[config.mk]
export PLATFORM = sky130hd
export DESIGN_NAME = climate_light_trigger_controller_top_flat
export DESIGN_NICKNAME = d
export VERILOG_FILES = /design/src/rtl/clt_pkg.sv /design/src/rtl/clt_if.sv /design/src/rtl/climate_light_trigger_controller_top.sv /design/src/rtl/clt_cfg.sv /design/src/rtl/clt_det.sv /design/src/flat_wrapper.sv
export SDC_FILE = /design/constraint.sdc
export NUM_CORES = 1
export LEC_CHECK = 0
export BUFFER_PORTS_ARGS = -buffer_cell sky130_fd_sc_hd__buf_2
export CORE_MARGIN = 1.5
export CORE_UTILIZATION = 63
export DETAILED_ROUTE_END_ITERATION = 8
export PLACE_DENSITY = 0.9
export SYNTH_ARGS = -nofsm -noshare
export SYNTH_HDL_FRONTEND = slang
export SYNTH_SLANG_ARGS = --single-unit
[constraint.sdc]
create_clock -name clk_i -period 5.85 [get_ports clk_i]
set_input_delay 0.585 -clock clk_i [delete_from_list [all_inputs] [get_ports clk_i]]
set_output_delay 0.585 -clock clk_i [all_outputs]
set_load 0.05 [all_outputs]
[src/rtl/clt_pkg.sv]
// shared types and constants for the climate and light trigger controller
package clt_pkg;

  localparam int unsigned CfgIdxW            = 4;
  localparam int unsigned CfgDataW           = 24;
  localparam int unsigned DefaultIdleTimeout = 15 * 60;
  localparam int unsigned ClimExtW           = 18;
  localparam int unsigned LightExtW          = 26;

  typedef enum logic [1:0] {
    OP_TICK    = 2'd0,
    OP_CLIMATE = 2'd1,
    OP_LIGHT   = 2'd2
  } op_e;

  typedef enum logic [CfgIdxW-1:0] {
    REG_TEMP_THR     = 4'd0,
    REG_TEMP_HYS     = 4'd1,
    REG_HUMI_THR     = 4'd2,
    REG_HUMI_HYS     = 4'd3,
    REG_LIGHT_THR    = 4'd4,
    REG_LIGHT_HYS    = 4'd5,
    REG_MOTION_HOLD  = 4'd6,
    REG_IDLE_TIMEOUT = 4'd7
  } reg_e;

  typedef struct packed {
    logic [1:0]         op;
    logic signed [15:0] temperature;
    logic               temp_present;
    logic [15:0]        humidity;
    logic               humi_present;
    logic               reed_state;
    logic               reed_present;
    logic [23:0]        illuminance;
    logic               light_present;
    logic               motion_seen;
  } in_t;

  typedef struct packed {
    logic        climate_out;
    logic        temp_alarm;
    logic        humi_alarm;
    logic        dark_alarm;
    logic        light_out;
    logic        reed_out;
    logic [15:0] hold_left;
  } out_t;

  typedef struct packed {
    logic signed [15:0] temp_trip;
    logic signed [15:0] temp_band;
    logic [15:0]        humi_trip;
    logic signed [15:0] humi_band;
    logic [23:0]        light_threshold;
    logic signed [23:0] light_hysteresis;
    logic [15:0]        motion_hold_seconds;
    logic [15:0]        idle_timeout_seconds;
  } cfg_t;

endpackage

[src/rtl/clt_if.sv]
// handshake channel interfaces for items, results and register writes
interface clt_in_if;
  logic          valid;
  logic          ready;
  clt_pkg::in_t  data;
  modport source (output valid, output data, input ready);
  modport sink (input valid, input data, output ready);
endinterface

interface clt_out_if;
  logic          valid;
  logic          ready;
  clt_pkg::out_t data;
  modport source (output valid, output data, input ready);
  modport sink (input valid, input data, output ready);
endinterface

interface clt_cfg_if;
  logic                          valid;
  logic                          ready;
  logic [clt_pkg::CfgIdxW-1:0]   idx;
  logic [clt_pkg::CfgDataW-1:0]  wdata;
  modport source (output valid, output idx, output wdata, input ready);
  modport sink (input valid, input idx, input wdata, output ready);
endinterface

[src/rtl/climate_light_trigger_controller_top.sv]
// top level: input register, event logic and state, result register
// Takes one item (tick, climate sample or light/motion sample) every clock
// cycle and returns exactly one result per item. The state update runs while
// the item sits in the input register, and the result register loads when the
// item advances, so each item passes through the input register and then the
// result register. Throughput is one item per cycle; it drops only when the
// result register is full and not being taken. The result shows the
// detector flags, output levels and motion hold count after that item.
// Register writes are taken every cycle (ready is always high) and must be
// issued only while no item is in flight; writes to indexes above 7 are
// ignored. Idle timeout resets to 900 ticks, all other registers to zero.
module climate_light_trigger_controller_top (
  input  logic       clk_i,
  input  logic       rst_ni,
  clt_in_if.sink     in_i,
  clt_out_if.source  out_o,
  clt_cfg_if.sink    cfg_i
);

  localparam int unsigned CW = clt_pkg::ClimExtW;
  localparam int unsigned LW = clt_pkg::LightExtW;

  clt_pkg::cfg_t regs;
  clt_pkg::in_t  in_q;
  logic          in_valid_q;
  clt_pkg::out_t out_q, out_d;
  logic          out_valid_q;
  logic          advance;

  logic               [15:0] last_temp_q, last_temp_d;
  logic               [15:0] last_humi_q, last_humi_d;
  logic               [23:0] last_light_q, last_light_d;
  logic                      ev_temp_q, ev_humi_q, ev_dark_q;
  logic                      ev_temp_d, ev_humi_d, ev_dark_d;
  logic                      ev_temp_new, ev_humi_new, ev_dark_new;
  logic                      lvl_clim_q, lvl_light_q, lvl_reed_q;
  logic                      lvl_clim_d, lvl_light_d, lvl_reed_d;
  logic               [15:0] hold_q, hold_d;
  logic               [15:0] cidle_q, cidle_d, cidle_inc;
  logic               [15:0] lidle_q, lidle_d, lidle_inc;
  logic                      motion;

  clt_cfg u_cfg (
    .clk_i  (clk_i),
    .rst_ni (rst_ni),
    .cfg_i  (cfg_i),
    .regs_o (regs)
  );

  // detector inputs use the sample of this item when present
  logic [15:0] temp_sel, humi_sel;
  logic [23:0] light_sel;
  assign temp_sel  = in_q.temp_present  ? in_q.temperature : last_temp_q;
  assign humi_sel  = in_q.humi_present  ? in_q.humidity    : last_humi_q;
  assign light_sel = in_q.light_present ? in_q.illuminance : last_light_q;

  clt_det #(.W(CW)) u_det_temp (
    .ev_i  (ev_temp_q),
    .val_i ($signed({{(CW-16){temp_sel[15]}}, temp_sel})),
    .thr_i ($signed({{(CW-16){regs.temp_trip[15]}}, regs.temp_trip})),
    .hys_i ($signed({{(CW-16){regs.temp_band[15]}}, regs.temp_band})),
    .ev_o  (ev_temp_new)
  );

  clt_det #(.W(CW)) u_det_humi (
    .ev_i  (ev_humi_q),
    .val_i ($signed({{(CW-16){1'b0}}, humi_sel})),
    .thr_i ($signed({{(CW-16){1'b0}}, regs.humi_trip})),
    .hys_i ($signed({{(CW-16){regs.humi_band[15]}}, regs.humi_band})),
    .ev_o  (ev_humi_new)
  );

  clt_det #(.W(LW)) u_det_dark (
    .ev_i  (ev_dark_q),
    .val_i ($signed({{(LW-24){1'b0}}, light_sel})),
    .thr_i ($signed({{(LW-24){1'b0}}, regs.light_threshold})),
    .hys_i ($signed({{(LW-24){regs.light_hysteresis[23]}}, regs.light_hysteresis})),
    .ev_o  (ev_dark_new)
  );

  assign advance     = in_valid_q && (!out_valid_q || out_o.ready);
  assign in_i.ready  = !in_valid_q || advance;
  assign out_o.valid = out_valid_q;
  assign out_o.data  = out_q;

  assign cidle_inc = (cidle_q != '1) ? cidle_q + 16'd1 : cidle_q;
  assign lidle_inc = (lidle_q != '1) ? lidle_q + 16'd1 : lidle_q;
  assign motion    = in_q.motion_seen && (regs.motion_hold_seconds != '0);

  always_comb begin
    last_temp_d  = last_temp_q;
    last_humi_d  = last_humi_q;
    last_light_d = last_light_q;
    ev_temp_d    = ev_temp_q;
    ev_humi_d    = ev_humi_q;
    ev_dark_d    = ev_dark_q;
    lvl_clim_d   = lvl_clim_q;
    lvl_light_d  = lvl_light_q;
    lvl_reed_d   = lvl_reed_q;
    hold_d       = hold_q;
    cidle_d      = cidle_q;
    lidle_d      = lidle_q;
    unique case (clt_pkg::op_e'(in_q.op))
      clt_pkg::OP_TICK: begin
        if (hold_q != '0) begin
          hold_d = hold_q - 16'd1;
        end
        cidle_d = cidle_inc;
        lidle_d = lidle_inc;
        if (cidle_inc >= regs.idle_timeout_seconds) begin
          lvl_clim_d = 1'b0;
          lvl_reed_d = 1'b0;
          cidle_d    = '0;
        end
        if (lidle_inc >= regs.idle_timeout_seconds) begin
          lvl_light_d = 1'b0;
          lidle_d     = '0;
        end
      end
      clt_pkg::OP_CLIMATE: begin
        last_temp_d = temp_sel;
        last_humi_d = humi_sel;
        ev_temp_d   = ev_temp_new;
        ev_humi_d   = ev_humi_new;
        if (regs.temp_band != '0 || regs.humi_band != '0) begin
          lvl_clim_d = ev_temp_new || ev_humi_new;
        end
        if (in_q.reed_present) begin
          lvl_reed_d = in_q.reed_state;
        end
        cidle_d = '0;
      end
      clt_pkg::OP_LIGHT: begin
        last_light_d = light_sel;
        ev_dark_d    = ev_dark_new;
        if (hold_q != '0) begin
          if (motion) begin
            lvl_light_d = 1'b1;
            hold_d      = regs.motion_hold_seconds;
          end
        end else if (motion) begin
          if (ev_dark_new || regs.light_hysteresis == '0) begin
            lvl_light_d = 1'b1;
            hold_d      = regs.motion_hold_seconds;
          end else begin
            lvl_light_d = 1'b0;
          end
        end else if (regs.motion_hold_seconds != '0) begin
          lvl_light_d = 1'b0;
        end else begin
          lvl_light_d = ev_dark_new;
        end
        lidle_d = '0;
      end
      default: ;
    endcase

    out_d.climate_out = lvl_clim_d;
    out_d.temp_alarm  = ev_temp_d;
    out_d.humi_alarm  = ev_humi_d;
    out_d.dark_alarm  = ev_dark_d;
    out_d.light_out   = lvl_light_d;
    out_d.reed_out    = lvl_reed_d;
    out_d.hold_left   = hold_d;
  end

  always_ff @(posedge clk_i or negedge rst_ni) begin
    if (!rst_ni) begin
      in_valid_q  <= 1'b0;
      out_valid_q <= 1'b0;
    end else begin
      if (in_i.ready) begin
        in_valid_q <= in_i.valid;
      end
      if (advance) begin
        out_valid_q <= 1'b1;
      end else if (out_o.ready) begin
        out_valid_q <= 1'b0;
      end
    end
  end

  always_ff @(posedge clk_i) begin
    if (in_i.valid && in_i.ready) begin
      in_q <= in_i.data;
    end
    if (advance) begin
      out_q <= out_d;
    end
  end

  always_ff @(posedge clk_i or negedge rst_ni) begin
    if (!rst_ni) begin
      last_temp_q  <= '0;
      last_humi_q  <= '0;
      last_light_q <= '0;
      ev_temp_q    <= 1'b0;
      ev_humi_q    <= 1'b0;
      ev_dark_q    <= 1'b0;
      lvl_clim_q   <= 1'b0;
      lvl_light_q  <= 1'b0;
      lvl_reed_q   <= 1'b0;
      hold_q       <= '0;
      cidle_q      <= '0;
      lidle_q      <= '0;
    end else if (advance) begin
      last_temp_q  <= last_temp_d;
      last_humi_q  <= last_humi_d;
      last_light_q <= last_light_d;
      ev_temp_q    <= ev_temp_d;
      ev_humi_q    <= ev_humi_d;
      ev_dark_q    <= ev_dark_d;
      lvl_clim_q   <= lvl_clim_d;
      lvl_light_q  <= lvl_light_d;
      lvl_reed_q   <= lvl_reed_d;
      hold_q       <= hold_d;
      cidle_q      <= cidle_d;
      lidle_q      <= lidle_d;
    end
  end

  // idle counters clear before they can rest at saturation
  a_idle_unsat: assert property (@(posedge clk_i) disable iff (!rst_ni)
    (cidle_q != '1) && (lidle_q != '1))
    else $error("idle counter stuck at saturation");

  // a stalled item stays in the input register
  a_in_hold: assert property (@(posedge clk_i) disable iff (!rst_ni)
    (in_valid_q && out_valid_q && !out_o.ready) |=> in_valid_q)
    else $error("stalled item dropped");

  // an accepted item always lands in the input register
  a_in_load: assert property (@(posedge clk_i) disable iff (!rst_ni)
    (in_i.valid && in_i.ready) |=> in_valid_q)
    else $error("accepted item lost");

  // a tick counts the motion hold down by one
  a_tick_dec: assert property (@(posedge clk_i) disable iff (!rst_ni)
    (advance && in_q.op == clt_pkg::OP_TICK && hold_q != '0)
      |=> hold_q == $past(hold_q) - 16'd1)
    else $error("motion hold not decremented on tick");

endmodule

[src/rtl/clt_cfg.sv]
// configuration register file
module clt_cfg (
  input  logic          clk_i,
  input  logic          rst_ni,
  clt_cfg_if.sink       cfg_i,
  output clt_pkg::cfg_t regs_o
);

  clt_pkg::cfg_t regs_q;

  assign cfg_i.ready = 1'b1;
  assign regs_o      = regs_q;

  always_ff @(posedge clk_i or negedge rst_ni) begin
    if (!rst_ni) begin
      regs_q                      <= '0;
      regs_q.idle_timeout_seconds <= 16'(clt_pkg::DefaultIdleTimeout);
    end else if (cfg_i.valid) begin
      unique case (clt_pkg::reg_e'(cfg_i.idx))
        clt_pkg::REG_TEMP_THR:     regs_q.temp_trip            <= cfg_i.wdata[15:0];
        clt_pkg::REG_TEMP_HYS:     regs_q.temp_band            <= cfg_i.wdata[15:0];
        clt_pkg::REG_HUMI_THR:     regs_q.humi_trip            <= cfg_i.wdata[15:0];
        clt_pkg::REG_HUMI_HYS:     regs_q.humi_band            <= cfg_i.wdata[15:0];
        clt_pkg::REG_LIGHT_THR:    regs_q.light_threshold      <= cfg_i.wdata[23:0];
        clt_pkg::REG_LIGHT_HYS:    regs_q.light_hysteresis     <= cfg_i.wdata[23:0];
        clt_pkg::REG_MOTION_HOLD:  regs_q.motion_hold_seconds  <= cfg_i.wdata[15:0];
        clt_pkg::REG_IDLE_TIMEOUT: regs_q.idle_timeout_seconds <= cfg_i.wdata[15:0];
        default: ;
      endcase
    end
  end

endmodule

[src/rtl/clt_det.sv]
// signed hysteresis threshold detector
module clt_det #(
  parameter int unsigned W = clt_pkg::ClimExtW
) (
  input  logic                ev_i,
  input  logic signed [W-1:0] val_i,
  input  logic signed [W-1:0] thr_i,
  input  logic signed [W-1:0] hys_i,
  output logic                ev_o
);

  logic signed [W-1:0] upper;
  logic signed [W-1:0] lower;
  logic                neg;

  assign upper = thr_i + hys_i;
  assign lower = thr_i - hys_i;
  assign neg   = hys_i[W-1];

  always_comb begin
    if (hys_i == '0) begin
      ev_o = 1'b0;
    end else if (ev_i) begin
      // clear when the value leaves the band on the far side
      ev_o = neg ? !(val_i > lower) : !(val_i < lower);
    end else begin
      ev_o = neg ? (val_i < upper) : (val_i > upper);
    end
  end

endmodule
[src/flat_wrapper.sv]
// flat-port wrapper written by rule: the top's interface ports become plain ports
module climate_light_trigger_controller_top_flat 
  (clk_i, rst_ni, in_i_valid, in_i_data, in_i_ready, out_o_valid, out_o_data, out_o_ready, cfg_i_valid, cfg_i_idx, cfg_i_wdata, cfg_i_ready);
  clt_in_if in_i_i ();
  clt_out_if out_o_i ();
  clt_cfg_if cfg_i_i ();
  input  logic clk_i;
  input  logic rst_ni;
  input wire logic [$bits(in_i_i.valid)-1:0] in_i_valid;
  input wire logic [$bits(in_i_i.data)-1:0] in_i_data;
  output wire logic [$bits(in_i_i.ready)-1:0] in_i_ready;
  output wire logic [$bits(out_o_i.valid)-1:0] out_o_valid;
  output wire logic [$bits(out_o_i.data)-1:0] out_o_data;
  input wire logic [$bits(out_o_i.ready)-1:0] out_o_ready;
  input wire logic [$bits(cfg_i_i.valid)-1:0] cfg_i_valid;
  input wire logic [$bits(cfg_i_i.idx)-1:0] cfg_i_idx;
  input wire logic [$bits(cfg_i_i.wdata)-1:0] cfg_i_wdata;
  output wire logic [$bits(cfg_i_i.ready)-1:0] cfg_i_ready;
  assign in_i_i.valid = in_i_valid;
  assign in_i_i.data = in_i_data;
  assign in_i_ready = in_i_i.ready;
  assign out_o_valid = out_o_i.valid;
  assign out_o_data = out_o_i.data;
  assign out_o_i.ready = out_o_ready;
  assign cfg_i_i.valid = cfg_i_valid;
  assign cfg_i_i.idx = cfg_i_idx;
  assign cfg_i_i.wdata = cfg_i_wdata;
  assign cfg_i_ready = cfg_i_i.ready;
  climate_light_trigger_controller_top u_core (.clk_i(clk_i), .rst_ni(rst_ni), .in_i(in_i_i), .out_o(out_o_i), .cfg_i(cfg_i_i));
endmodule
[After elaboration in Yosys (flattened, before gate mapping)]
Cells that the tools add are included.
Storage, ports and cells
  bits in registers: 342
  bits in latches: 0
  bits in writable memories: 0
  bits in read-only memories: 0
  bits of input ports: 97
  output and inout port bits: 25
  word-level logic and storage cells: 159
  memories kept: 0
Operators by class
  add/sub/neg operators: 9
  multiply operators: 0
  div/mod/pow operators: 0
  magnitude comparators: 14
  equality and inequality tests: 11
  shift-type cells: 0
  multiplexer cells: 45
  bitwise gates (word level): 0
  reductions and logical operators: 41
Operators by type and width (count)
  two-way mux 16 bit: 11
  case mux 16 bit (2 select lines): 3
  nonzero test 16 bit: 4
  > comparator 25 x 26 -> 1 bit: 2
  less-than comparator 25 x 26 -> 1 bit: 2
  > comparator 17 x 18 -> 1 bit: 2
  zero test 18 bit: 2
  less-than comparator 17 x 18 -> 1 bit: 2
  > comparator 16 x 17 -> 1 bit: 2
  less-than comparator 16 x 17 -> 1 bit: 2
  adder 16 x 1 -> 16 bit (second input constant): 2
  >= comparator 16 bit: 2
  inequality test 16 bit (second input constant): 2
  two-way mux 1 bit: 27
  adder 25 x 24 -> 26 bit: 1
  zero test 26 bit: 1
  subtractor 25 x 24 -> 26 bit: 1
  zero test 24 bit: 1
  two-way mux 24 bit: 1
  AND reduction 2 bit: 12
  adder 17 x 16 -> 18 bit: 1
  subtractor 17 x 16 -> 18 bit: 1
  adder 16 x 16 -> 17 bit: 1
  subtractor 16 x 16 -> 17 bit: 1
  13 further kinds: 34

[Depth between registers and ports, before layout]
Gate-level depths: netlist of the first run.
  depth after elaboration: 11
  mapped depth: 26
  depth with buffers taken out: 25

[Hierarchy]
Synthesis of the first run repeated with hierarchy kept, for this count alone.
Second synthesis, totals
  cells, all modules: 2450
  area, all modules: 24945.2 µm²
Modules (own cells, without submodules)
  climate_light_trigger_controller_top: times used 1, cells each 938, area an instance 10515.1 µm², sequential area each 5385.2 µm²
  clt_cfg: times used 1, cells each 316, area an instance 5470.2 µm², sequential area each 3608.5 µm²
  clt_det at u_core.u_det_dark: times used 1, cells each 529, area an instance 3932.5 µm², sequential area each 0.0 µm²
  clt_det at u_core.u_det_humi: times used 1, cells each 334, area an instance 2542.4 µm², sequential area each 0.0 µm²
  clt_det at u_core.u_det_temp: times used 1, cells each 333, area an instance 2484.9 µm², sequential area each 0.0 µm²

[Least setup slack after synthesis of the first run]
Ideal clock, no wire load.
  kind: flip-flop to flip-flop
  start: register u_core.u_cfg.regs_q (netlist bit u_core.u_cfg.regs_o[37])
  end: register u_core.out_q (netlist bit u_core.out_o.data[3]), data pin
  library setup time: 0.261 ns
  arrival time: 5.134 ns
  data required time: 5.589 ns
  path slack: 0.455 ns
  stages on the path, launching flop included: 25
  buffers on the path: 2
  clock period less this slack: 5.395 ns
  cells stage by stage: dfrtp_1 inv_1 ha_1 buf_2 nor3b_1 nor3_2 a311oi_2 o41a_2 o31ai_1 a221oi_1 o21bai_1 a21oi_1 xnor2_1 ha_1 nand2_1 or4_4 nor2_2 a32oi_1 o211a_1 a21o_1 a32oi_4 nand3_4 and2_4 buf_6 a221o_1
Between the ends
  longest elaborated chain between the ends: 11
  elaborated cells between the ends (all ways): 19
  classes of those cells: 2 x add/sub; 4 x order compare; 8 x mux; 5 x reduce/logical
RTL lines
  start: declaration: line clt_cfg.sv:9  | clt_pkg::cfg_t regs_q;
  subtractor 25 x 24 -> 26 bit: line clt_det.sv:17  | assign lower = thr_i - hys_i;
  less-than comparator 25 x 26 -> 1 bit or > comparator 25 x 26 -> 1 bit (tied branches): line clt_det.sv:25  | ev_o = neg ? !(val_i > lower) : !(val_i < lower);
  zero test 1 bit: line clt_det.sv:25
  two-way mux 1 bit: line clt_det.sv:25
  two-way mux 1 bit: line clt_det.sv:23  | end else if (ev_i) begin
  two-way mux 1 bit: line clt_det.sv:21  | if (hys_i == '0) begin
  logical OR 1 bit (*): line climate_light_trigger_controller_top.sv:142  | if (ev_dark_new || regs.light_hysteresis == '0) begin
  two-way mux 16 bit (*): line climate_light_trigger_controller_top.sv:142
  two-way mux 16 bit (*): line climate_light_trigger_controller_top.sv:141  | end else if (motion) begin
  two-way mux 16 bit (*): line climate_light_trigger_controller_top.sv:136  | if (hold_q != '0) begin
  case mux 16 bit (2 select lines) (*): line climate_light_trigger_controller_top.sv:103  | unique case (clt_pkg::op_e'(in_q.op))
  via u_core.hold_d[3]: line climate_light_trigger_controller_top.sv:38  | logic [15:0] hold_q, hold_d;
  end signal: assignment: line climate_light_trigger_controller_top.sv:188  | out_q <= out_d;
  end: declaration: line climate_light_trigger_controller_top.sv:26  | clt_pkg::out_t out_q, out_d;
The timed path passes the listed nets; every way through them passes the cells marked *.
A chain may end at the register's enable or synchronous reset.

[Final worst setup path of the first run]
  start: register u_core.u_cfg.regs_q (netlist bit u_core.u_cfg.regs_o[35])
  end: register u_core.out_q (netlist bit u_core.out_o.data[9]), data pin
Same word-level chain as after synthesis.

==> metrics list, run 1 <==
* Period utilization: 97.38%
* Biggest fanout along the worst timing path: 10
- The die is 196.3 um wide.
* Wire length of the first global-routing pass: 98,310 um
- VDD sags by at most 0.0003288 V.
* Compound-gate portion of the synthesized area: 15.80%
- Result of the run: completed
- At the end of routability-driven placement, the weighted congestion stood at 0.9554.
- In this run the power spent charging and discharging nets is 5194 uW.
* Sequential group share of total power: 28.5%
* Fin. max-slew vios: 0
- Measured slew at the worst slew-check pin: 1.093 ns
- The setup path with the least slack is of type reg2reg.
- Total detailed-routing wirelength: 61,270 um
- Kind of start point of the critical path: register
- The region available for standard cell placement spans 36,700 um2.
- The post-route netlist has 18.38% of its cells at a drive strength greater than 1.
- Main flop type after synthesis: sky130_fd_sc_hd__dfrtp_1
- Clock tree synthesis found a total of 342 sinks.
- The top cell type by area accounts for 26.78% of the synthesized area.
- Combinational logic is responsible for 51.5% of the overall power.
- TritonCTS built the clock tree.
- Mapped Cells: 2,374
- Summed over all layers, the global routing overflow is 0.
- Sum of negative setup slack: 0 ns
* Class of the most critical hold timing path: in2async
- Max-cap violation count: 0
- The initial antenna violation count was 2.
- In this run switching power makes up 41.80% of total power.
- Compared with the post-synthesis result, the final layout area differs by 9.952%.
- Cell total after placement: 2,887
- Number of buffer cells added on primary ports: 120
* Number of I/O pins: 122
- DRC violation count after routing: 0
* HPWL after detailed placement: 44,880 um
* Library cells used by synthesis: 95
- Via count of the routed design: 18.82k
* Detail-routed via count per cell: 6.359
- Fillers: 2,591
- Dividing total power by cell area gives a power density of 479.9 nW/um2.
- Of the total synthesized cell area, the portion taken by full adders, half adders and majority gates is 14.54%.
- 1st-iter DRT viols: 1,307
* Via count of the first global-routing pass: 19.04k
- Summing the areas of all xor and xnor instances in the mapped netlist gives 4.352% of the synthesized area.
- For this run, the detailed router's first-pass iteration total came to 5.
- Synth Net Count: 2,741
- By instance count, the leading cell after synthesis is sky130_fd_sc_hd__ha_1.
* Number of setup violations in the final report: 0
- Number of buffers created by CTS: 39
* Die Y-Extent: 196.3 um
* Pin count of the biggest net entering global routing: 160
* Clock period minus final worst setup slack: 5.697 ns
- Yosys warning total: 0
- Multi-input gate area: 13,670 um2
- Clock insertion delay at the later pin of the skew report: 0.57 ns
- The root buffer cell chosen for the clock tree is sky130_fd_sc_hd__clkbuf_16.
- The count of cells in the finished layout, fillers not included, comes to 2,960.
- Multiplexer cells account for 9.814% of the synthesized area.
* Setup crit end kind: register
- The synthesized design contains 342 register bits.
- Post-route setup slack: 0.1530 ns
- Averaged over all synthesized cells, the footprint is 9.919 um2.
* Diode insertion count for antenna repair: 0
* Worst slew slack as a fraction of its limit: 27.15%
- CTS built an H-tree with a depth of 2.
- In this run, the clock network consumes 20.0% of the power.
* Most frequent cells after synthesis: 264 x sky130_fd_sc_hd__ha_1, 252 x sky130_fd_sc_hd__dfrtp_1, 199 x sky130_fd_sc_hd__mux2_2
- CP arrival: 6.02 ns
- Top post-synthesis cells by area: sky130_fd_sc_hd__dfrtp_1 27%, sky130_fd_sc_hd__ha_1 14%, sky130_fd_sc_hd__edfxtp_1 11%
- Floorplan die area: 38,550 um2
- Number of core rows: 70
- Post-synth EDFFs: 86
* Share of synthesized registers carrying an async set or reset: 74.85%
- Hold timing on the final database bottoms out at a slack of 0.02964 ns.
* Combinational family with the most area after synthesis: compound AO/OA/AOI/OAI gates
* Clk slew on worst S/H paths: 0.06 ns
* Worst r2r path cells: 24
* Timing-limited maximum frequency: 175.5 MHz
- FF+latch area: 8994 um2
- After Yosys synthesis, and, or, nand and nor cells account for 13.20% of the synthesized area.
- Antenna-violating nets left: 0
- CP Data Required Time: 6.17 ns
* WL per Instance: 20.70 um
- Before CTS, the worst setup slack after placement is 0.06237 ns.
* Initial Utilization: 64.17%
- Hold violation total from the final report: 0
* Total standard cell area after synthesis: 23,550 um2
- No sink is reached through more buffers than the 3 on the longest clock path.
* Largest area contributor in the netlist: sky130_fd_sc_hd__dfrtp_1
- The internal portion of the total power is 7232 uW.
- Share of the yosys chip area belonging to registers: 38.19%
- Static power due to leakage: 0.01176 uW
- Buffers inserted to repair hold after CTS numbered 0.
- Post-layout nets: 2,828
- Final Skew: 0.02254 ns
- Across every metal layer, demand over resource in global routing totals 31.93%.
power by group through the flow:
stage | clock network (uW) | logic, uW | registers [uW]
2_1_floorplan | 0 | 4570 | 3480
3_3_place_gp | 0 | 5820 | 3510
3_5_place_dp | 0 | 6160 | 3560
4_1_cts | 2530 | 6230 | 3530
5_1_grt | 2620 | 7030 | 3610
6_report | 2480 | 6400 | 3540
kinds of logic (layout without fill, tap and decap cells):
group / Yosys count / after routing
and+or+nand+nor: 618 / 618
AOI/OAI and AO/OA: 577 / 577
DFF: 342 / 342
xor gates and xnor gates: 117 / 117
muxes: 206 / 206
buffers and inverters: 243 / 361
adders and majority gates: 270 / 270
other: 1 / 1
per-stage QoR:
stage / util, % / total power, uW / instance area [um2]
CTS: 70.34 / 12290 / 25810
detailed placement: 66.80 / 9722 / 24510
global route: 70.56 / 13260 / 25890
finish: 70.56 / 12430 / 25890
floorplan: - / 8042 / 23550
global placement: 66.80 / 9325 / 24510
final cells by class:
type / count / area share, %
Clock inverter: 19 / 0.7683
Clock buffer: 53 / 4.252
Timing Repair Buffer: 140 / 3.035
Tap cell: 468 / 2.262
Inverter: 149 / 2.160
Multi-Input combinational cell: 1789 / 52.79
Sequential cell: 342 / 34.73
critical path, stage by stage, from the launching register on:
cell,delay (ns)
sky130_fd_sc_hd__dfrtp_1,0.41
sky130_fd_sc_hd__inv_1,0.07
sky130_fd_sc_hd__ha_1,0.42
sky130_fd_sc_hd__inv_2,0.09
sky130_fd_sc_hd__a21oi_2,0.19
sky130_fd_sc_hd__o211ai_2,0.14
sky130_fd_sc_hd__a311oi_2,0.42
sky130_fd_sc_hd__o41a_2,0.27
sky130_fd_sc_hd__o31ai_4,0.08
sky130_fd_sc_hd__a221oi_2,0.34
sky130_fd_sc_hd__o21bai_1,0.10
sky130_fd_sc_hd__a21oi_1,0.18
sky130_fd_sc_hd__xnor2_1,0.09
sky130_fd_sc_hd__ha_1,0.31
sky130_fd_sc_hd__nand2_1,0.08
sky130_fd_sc_hd__or4_4,0.53
sky130_fd_sc_hd__nor2_2,0.15
sky130_fd_sc_hd__a32oi_1,0.12
sky130_fd_sc_hd__o211a_1,0.17
sky130_fd_sc_hd__a21o_1,0.19
sky130_fd_sc_hd__a32oi_4,0.25
sky130_fd_sc_hd__buf_12,0.16
sky130_fd_sc_hd__nand3_4,0.07
sky130_fd_sc_hd__and2_4,0.24
sky130_fd_sc_hd__a221o_1,0.37
cells in the final DEF (no fill, tap or decap), types with 117 or more instances in the layout:
| cell | Yosys | routed |
|---|---|---|
| sky130_fd_sc_hd__mux2_2 | 199 | 199 |
| sky130_fd_sc_hd__buf_2 | 17 | 119 |
| sky130_fd_sc_hd__nand2_1 | 194 | 194 |
| sky130_fd_sc_hd__o21ai_0 | 155 | 154 |
| sky130_fd_sc_hd__inv_1 | 147 | 147 |
| sky130_fd_sc_hd__a21oi_1 | 161 | 160 |
| sky130_fd_sc_hd__nor2_1 | 119 | 117 |
| sky130_fd_sc_hd__ha_1 | 264 | 264 |
| sky130_fd_sc_hd__dfrtp_1 | 252 | 252 |
sequential cells by signal (all words and copies together) (netlist names):
signal and cells:
u_core.out_o.valid 1, u_core.last_light_q 24, u_core.ev_humi_q 1, u_core.last_temp_q 16, u_core.lvl_light_q 1, u_core.last_humi_q 16
u_core.in_valid_q 1, u_core.lvl_clim_q 1, u_core.cidle_q 16, u_core.hold_q 16, u_core.in_q 64, u_core.lidle_q 16
u_core.ev_temp_q 1, u_core.u_cfg.regs_o 144, u_core.out_o.data 22, u_core.ev_dark_q 1, u_core.lvl_reed_q 1
metal layers:
layer / global-route usage [%] / share of wire (%) / wire length [um] / up-vias
met4: 13.96 / 4.6 / 2838 / 4
li1: - / - / - / 8781
met2: 55.08 / 49 / 29750 / 659
met1: 39.75 / 41 / 25170 / 9178
met3: 4.997 / 5.7 / 3488 / 200
met5: 0 / 0.036 / 22 / -
final timing paths:
check,from,slack (ns),to
setup / recovery,u_core.u_cfg.regs_o[35],0.15,u_core.out_o.data[9]
hold / removal,rst_ni,0.03,u_core.last_humi_q[5]
setup reg to reg,u_core.u_cfg.regs_o[35],0.15,u_core.out_o.data[9]
hold reg to reg,u_core.last_temp_q[0],0.50,u_core.last_temp_q[0]
max in group asynchronous,rst_ni,4.49,u_core.u_cfg.regs_o[77]
min in group clk_i,in_i_data[62],0.18,u_core.in_q[62]
repair_timing:
action / 4_1_cts / 5_1_grt
resized for setup: 0 / 11
setup endpoints to repair: 0 / 33
buffers inserted: 0 / 1
(Power assumes the default switching activity.)
==> inputs of run 2 (changes only) <==
--- a/config.mk
+++ b/config.mk
@@ -6,8 +6,11 @@
 export NUM_CORES = 1
 export LEC_CHECK = 0
 export BUFFER_PORTS_ARGS = -buffer_cell sky130_fd_sc_hd__buf_2
-export CORE_MARGIN = 1.5
-export CORE_UTILIZATION = 63
+export CELL_PAD_IN_SITES_DETAIL_PLACEMENT = 0
+export CELL_PAD_IN_SITES_GLOBAL_PLACEMENT = 1
+export CORE_MARGIN = 2
+export CORE_UTILIZATION = 50
+export CTS_CLUSTER_SIZE = 30
 export DETAILED_ROUTE_END_ITERATION = 8
 export PLACE_DENSITY = 0.9
 export SYNTH_ARGS = -nofsm -noshare
==> run 2 against run 1 <==
  * Sequential share of layout area is 0.39 points lower
  * Clock skew is 0.0034 ns lower
  * Sequential power is essentially flat
  * Power fell by 0.62%
  * Global-route usage down 7.5 points
  * Via count down 3.5%
  * Critical path depth stayed put
  * First-iteration DRC count is 3.0% lower
  * Flip-flop and latch count is the same
  * Final cell count rose by 5.1%
  * Combinational power decreased by 2%
  * Utilization shrank 14 points
  * Critical path type unchanged
  * Largest power group unchanged
  * Highest routed layer is now met4
==> metrics list, run 2 (synthesis gave the netlist of run 1 again) <==
* Stages on worst setup path: 24 (unchanged)
* Max reg flops: 144 (unchanged)
- The transition time at the pin with the least slew margin was 1.037 ns (-0.05582 ns).
- The vias after detailed routing is 18.17k (-3.5%).
- Finished layout cell area: 26,190 um2 (+1.2%)
* Clock insertion delay at the later pin of the skew report: 0.58 ns (about the same)
- The worst setup path is captured at a register.
- Post-layout nets: 2,840 (+0.42%)
* Antenna violations before repair: 0 (-2)
- Sum of overflow across all layers after global routing: 0 (unchanged)
- Leaving out fill and tap cells, the most frequent cells in the layout are 264 x sky130_fd_sc_hd__ha_1, 252 x sky130_fd_sc_hd__dfrtp_1, 199 x sky130_fd_sc_hd__mux2_2.
- The total detailed-routing wirelength came to 60,260 um (-1.7%).
- Worst slew slack as a fraction of its limit: 30.87% (+3.7 points)
- The number of detailed-routing iterations run before antenna repair was 5 (unchanged).
- Class of the most critical hold timing path: in2async
* Static power due to leakage: 0.01183 uW (+0.56%)
- Kind of critical path: reg2reg
- CP Data Required Time: 6.17 ns (about the same)
- The layout filler cell count is 4,058 (+57%).
- CP cell instances: inv_1, ha_1, nor3_1, o21ai_1, o211ai_2, a311oi_2, o41a_2, o31ai_2, a221oi_2, o21bai_1, a21oi_1, xnor2_1, ha_1, nand2_1, or4_4, nor2_2, a32oi_1, o211a_1, a21o_1, a32oi_4, buf_12, nand3_4, and2_4, a221o_1
- Hold violation total from the final report: 0 (unchanged)
- The minimum period implied by the final worst setup slack came to 5.620 ns (-0.07669 ns).
- Pin count of the biggest net entering global routing: 182 (+14%)
- The post-place setup slack came to 0.1031 ns (+0.04069 ns).
- The die outline area came to 48,850 um2 (+27%).
- Number of standard cells in the final layout excluding fillers: 3,111 (+5.1%)
* Maximum cell stage delay along the critical path: 0.52 ns (about the same)
* Proportion of layout cells with a drive suffix above 1: 18.73% (+0.35 points)
- Worst r2r path cells: 24 (unchanged)
- CTS tree: yes
- Wire length of the first global-routing pass: 97,030 um (-1.3%)
* Worst path slowest cell: sky130_fd_sc_hd__or4_4
- Post-route setup slack: 0.2297 ns (+0.07669 ns)
* Crit path buffers/inverters: 2 (-1)
* Family of cells with the greatest summed delay on the critical path: compound AO/OA/AOI/OAI gates
- H-tree levels: 2 (unchanged)
- WL per Instance: 19.37 um (-6.4%)
* Detail-routed via count per cell: 5.840 (-8.2%)
- The antenna diode instance count came to 0 (unchanged).
- Counting stages on the worst path, the most repeated cell is sky130_fd_sc_hd__ha_1.
* Period utilization: 96.07% (-1.3 points)
* Largest vdd supply drop: 0.0003517 V (+7.0%)
- Root buffer selected by CTS: sky130_fd_sc_hd__clkbuf_16
* Final Skew: 0.01912 ns (-0.003421 ns)
- The number of max-capacitance violations reported came to 0 (unchanged).
* CTS Sinks: 342 (unchanged)
* Placer's final routability congestion estimate: 0.9262 (-3.1%)
* Sum of negative setup slack: 0 ns (unchanged)
- The library cell used most frequently in the layout, excluding fill and tap cells, is sky130_fd_sc_hd__ha_1.
- Fin. max-slew vios: 0 (unchanged)
* Biggest fanout along the worst timing path: 10 (unchanged)
* Power density of the placed cells: 471.5 nW/um2 (-1.7%)
- The initial core utilization was 50.58% (-14 points).
- The number of nets still failing antenna checks after routing was 0 (unchanged).
- The core area was 46,560 um2 (+27%).
- The number of buffers created by CTS was 40 (+2.6%).
* Via count of the first global-routing pass: 18.09k (-5.0%)
- 1st-iter DRT viols: 1,268 (-3.0%)
* HPWL after detailed placement: 45,440 um (+1.2%)
- Die Y-Extent: 221.0 um (+13%)
- The standard-cell row count is 79 (+13%).
- The arrival time at the worst endpoint was 5.95 ns (-0.07 ns).
- Worst-case clock buffer depth: 3 (unchanged)
- Timing-limited maximum frequency: 177.9 MHz (+1.4%)
* Clk slew on worst S/H paths: 0.07 ns (about the same)
* Cell total after placement: 3,034 (+5.1%)
- The die boundary width was 221.0 um (+13%).
- Placed cell area: 24,740 um2 (+0.93%)
* Area added between synthesis and finish: 11.22%
- Final core utilization: 56.26% (-14 points)
- The count of port buffers added during placement was 120 (unchanged).
* Global routing usage summed across all routing layers: 24.40% (-7.5 points)
* Kind of start point of the critical path: register
- The number of top-level pins was 122 (unchanged).
* Result of the run: completed
- The number of remaining DRC errors was 0 (unchanged).
* Number of setup violations in the final report: 0 (unchanged)
-- run 2: cell count changes in the layout (fill, tap and decap cells not counted), sizes merged --
cell,delta
bufinv,-2
clkinv,-12
inv,+3
clkbuf,+12
buf,+11
-- run 2: stage by stage --
stage	hold WS [ns]	total power (uW)
after floorplan	0.2894	8042
after global placement	0.4609	9460
after detailed placement	0.4706	9703
after CTS	0.003895	12320
after global routing	0.03966	13310
final	0.003436	12350
-- run 2: layout make-up --
cell class / count / area (um2) / area share (%)
timing repair buffer: 151 / 868.3 / 3.316
clock inverter: 8 / 85.08 / 0.3249
sequential: 342 / 8994 / 34.34
inverter: 149 / 559.3 / 2.135
clock buffer: 65 / 1257 / 4.801
tap: 607 / 759.5 / 2.900
multi-input combinational: 1789 / 13670 / 52.18
-- run 2: what timing repair did --
item / 4_1_cts / 5_1_grt
hold buffers: 0 / 0
endpoints found under the setup margin: 0 / 34
setup buffers: 0 / 4
gates resized for setup: 0 / 14
-- run 2: final timing paths --
| check | startpoint | endpoint | slack [ns] |
|---|---|---|---|
| worst min-delay path | rst_ni | u_core.last_humi_q[5] | 0.003 |
| min in group clk_i | in_i_data[62] | u_core.in_q[62] | 0.18 |
| worst min register to register | u_core.last_temp_q[0] | u_core.last_temp_q[0] | 0.48 |
| max in group asynchronous | rst_ni | u_core.u_cfg.regs_o[94] | 4.41 |
| worst max-delay path | u_core.u_cfg.regs_o[36] | u_core.out_o.data[8] | 0.23 |
| worst max register to register | u_core.u_cfg.regs_o[36] | u_core.out_o.data[8] | 0.23 |
-- run 2: report_power, final --
group          internal [uW]  total, uW  switching, uW
registers               3040       3520            481
logic                   2730       6280           3550
clock network           1520       2550           1030
-- run 2: metal layers --
| metal | part of all wire [%] | track usage (%) | vias up |
|---|---|---|---|
| met1 | 45 | 32.79 | 8828 |
| met2 | 48 | 41.00 | 435 |
| met4 | 3.0 | 8.313 | 0 |
| li1 | - | - | 8810 |
| met5 | 0 | 0 | - |
| met3 | 4.3 | 2.788 | 94 |
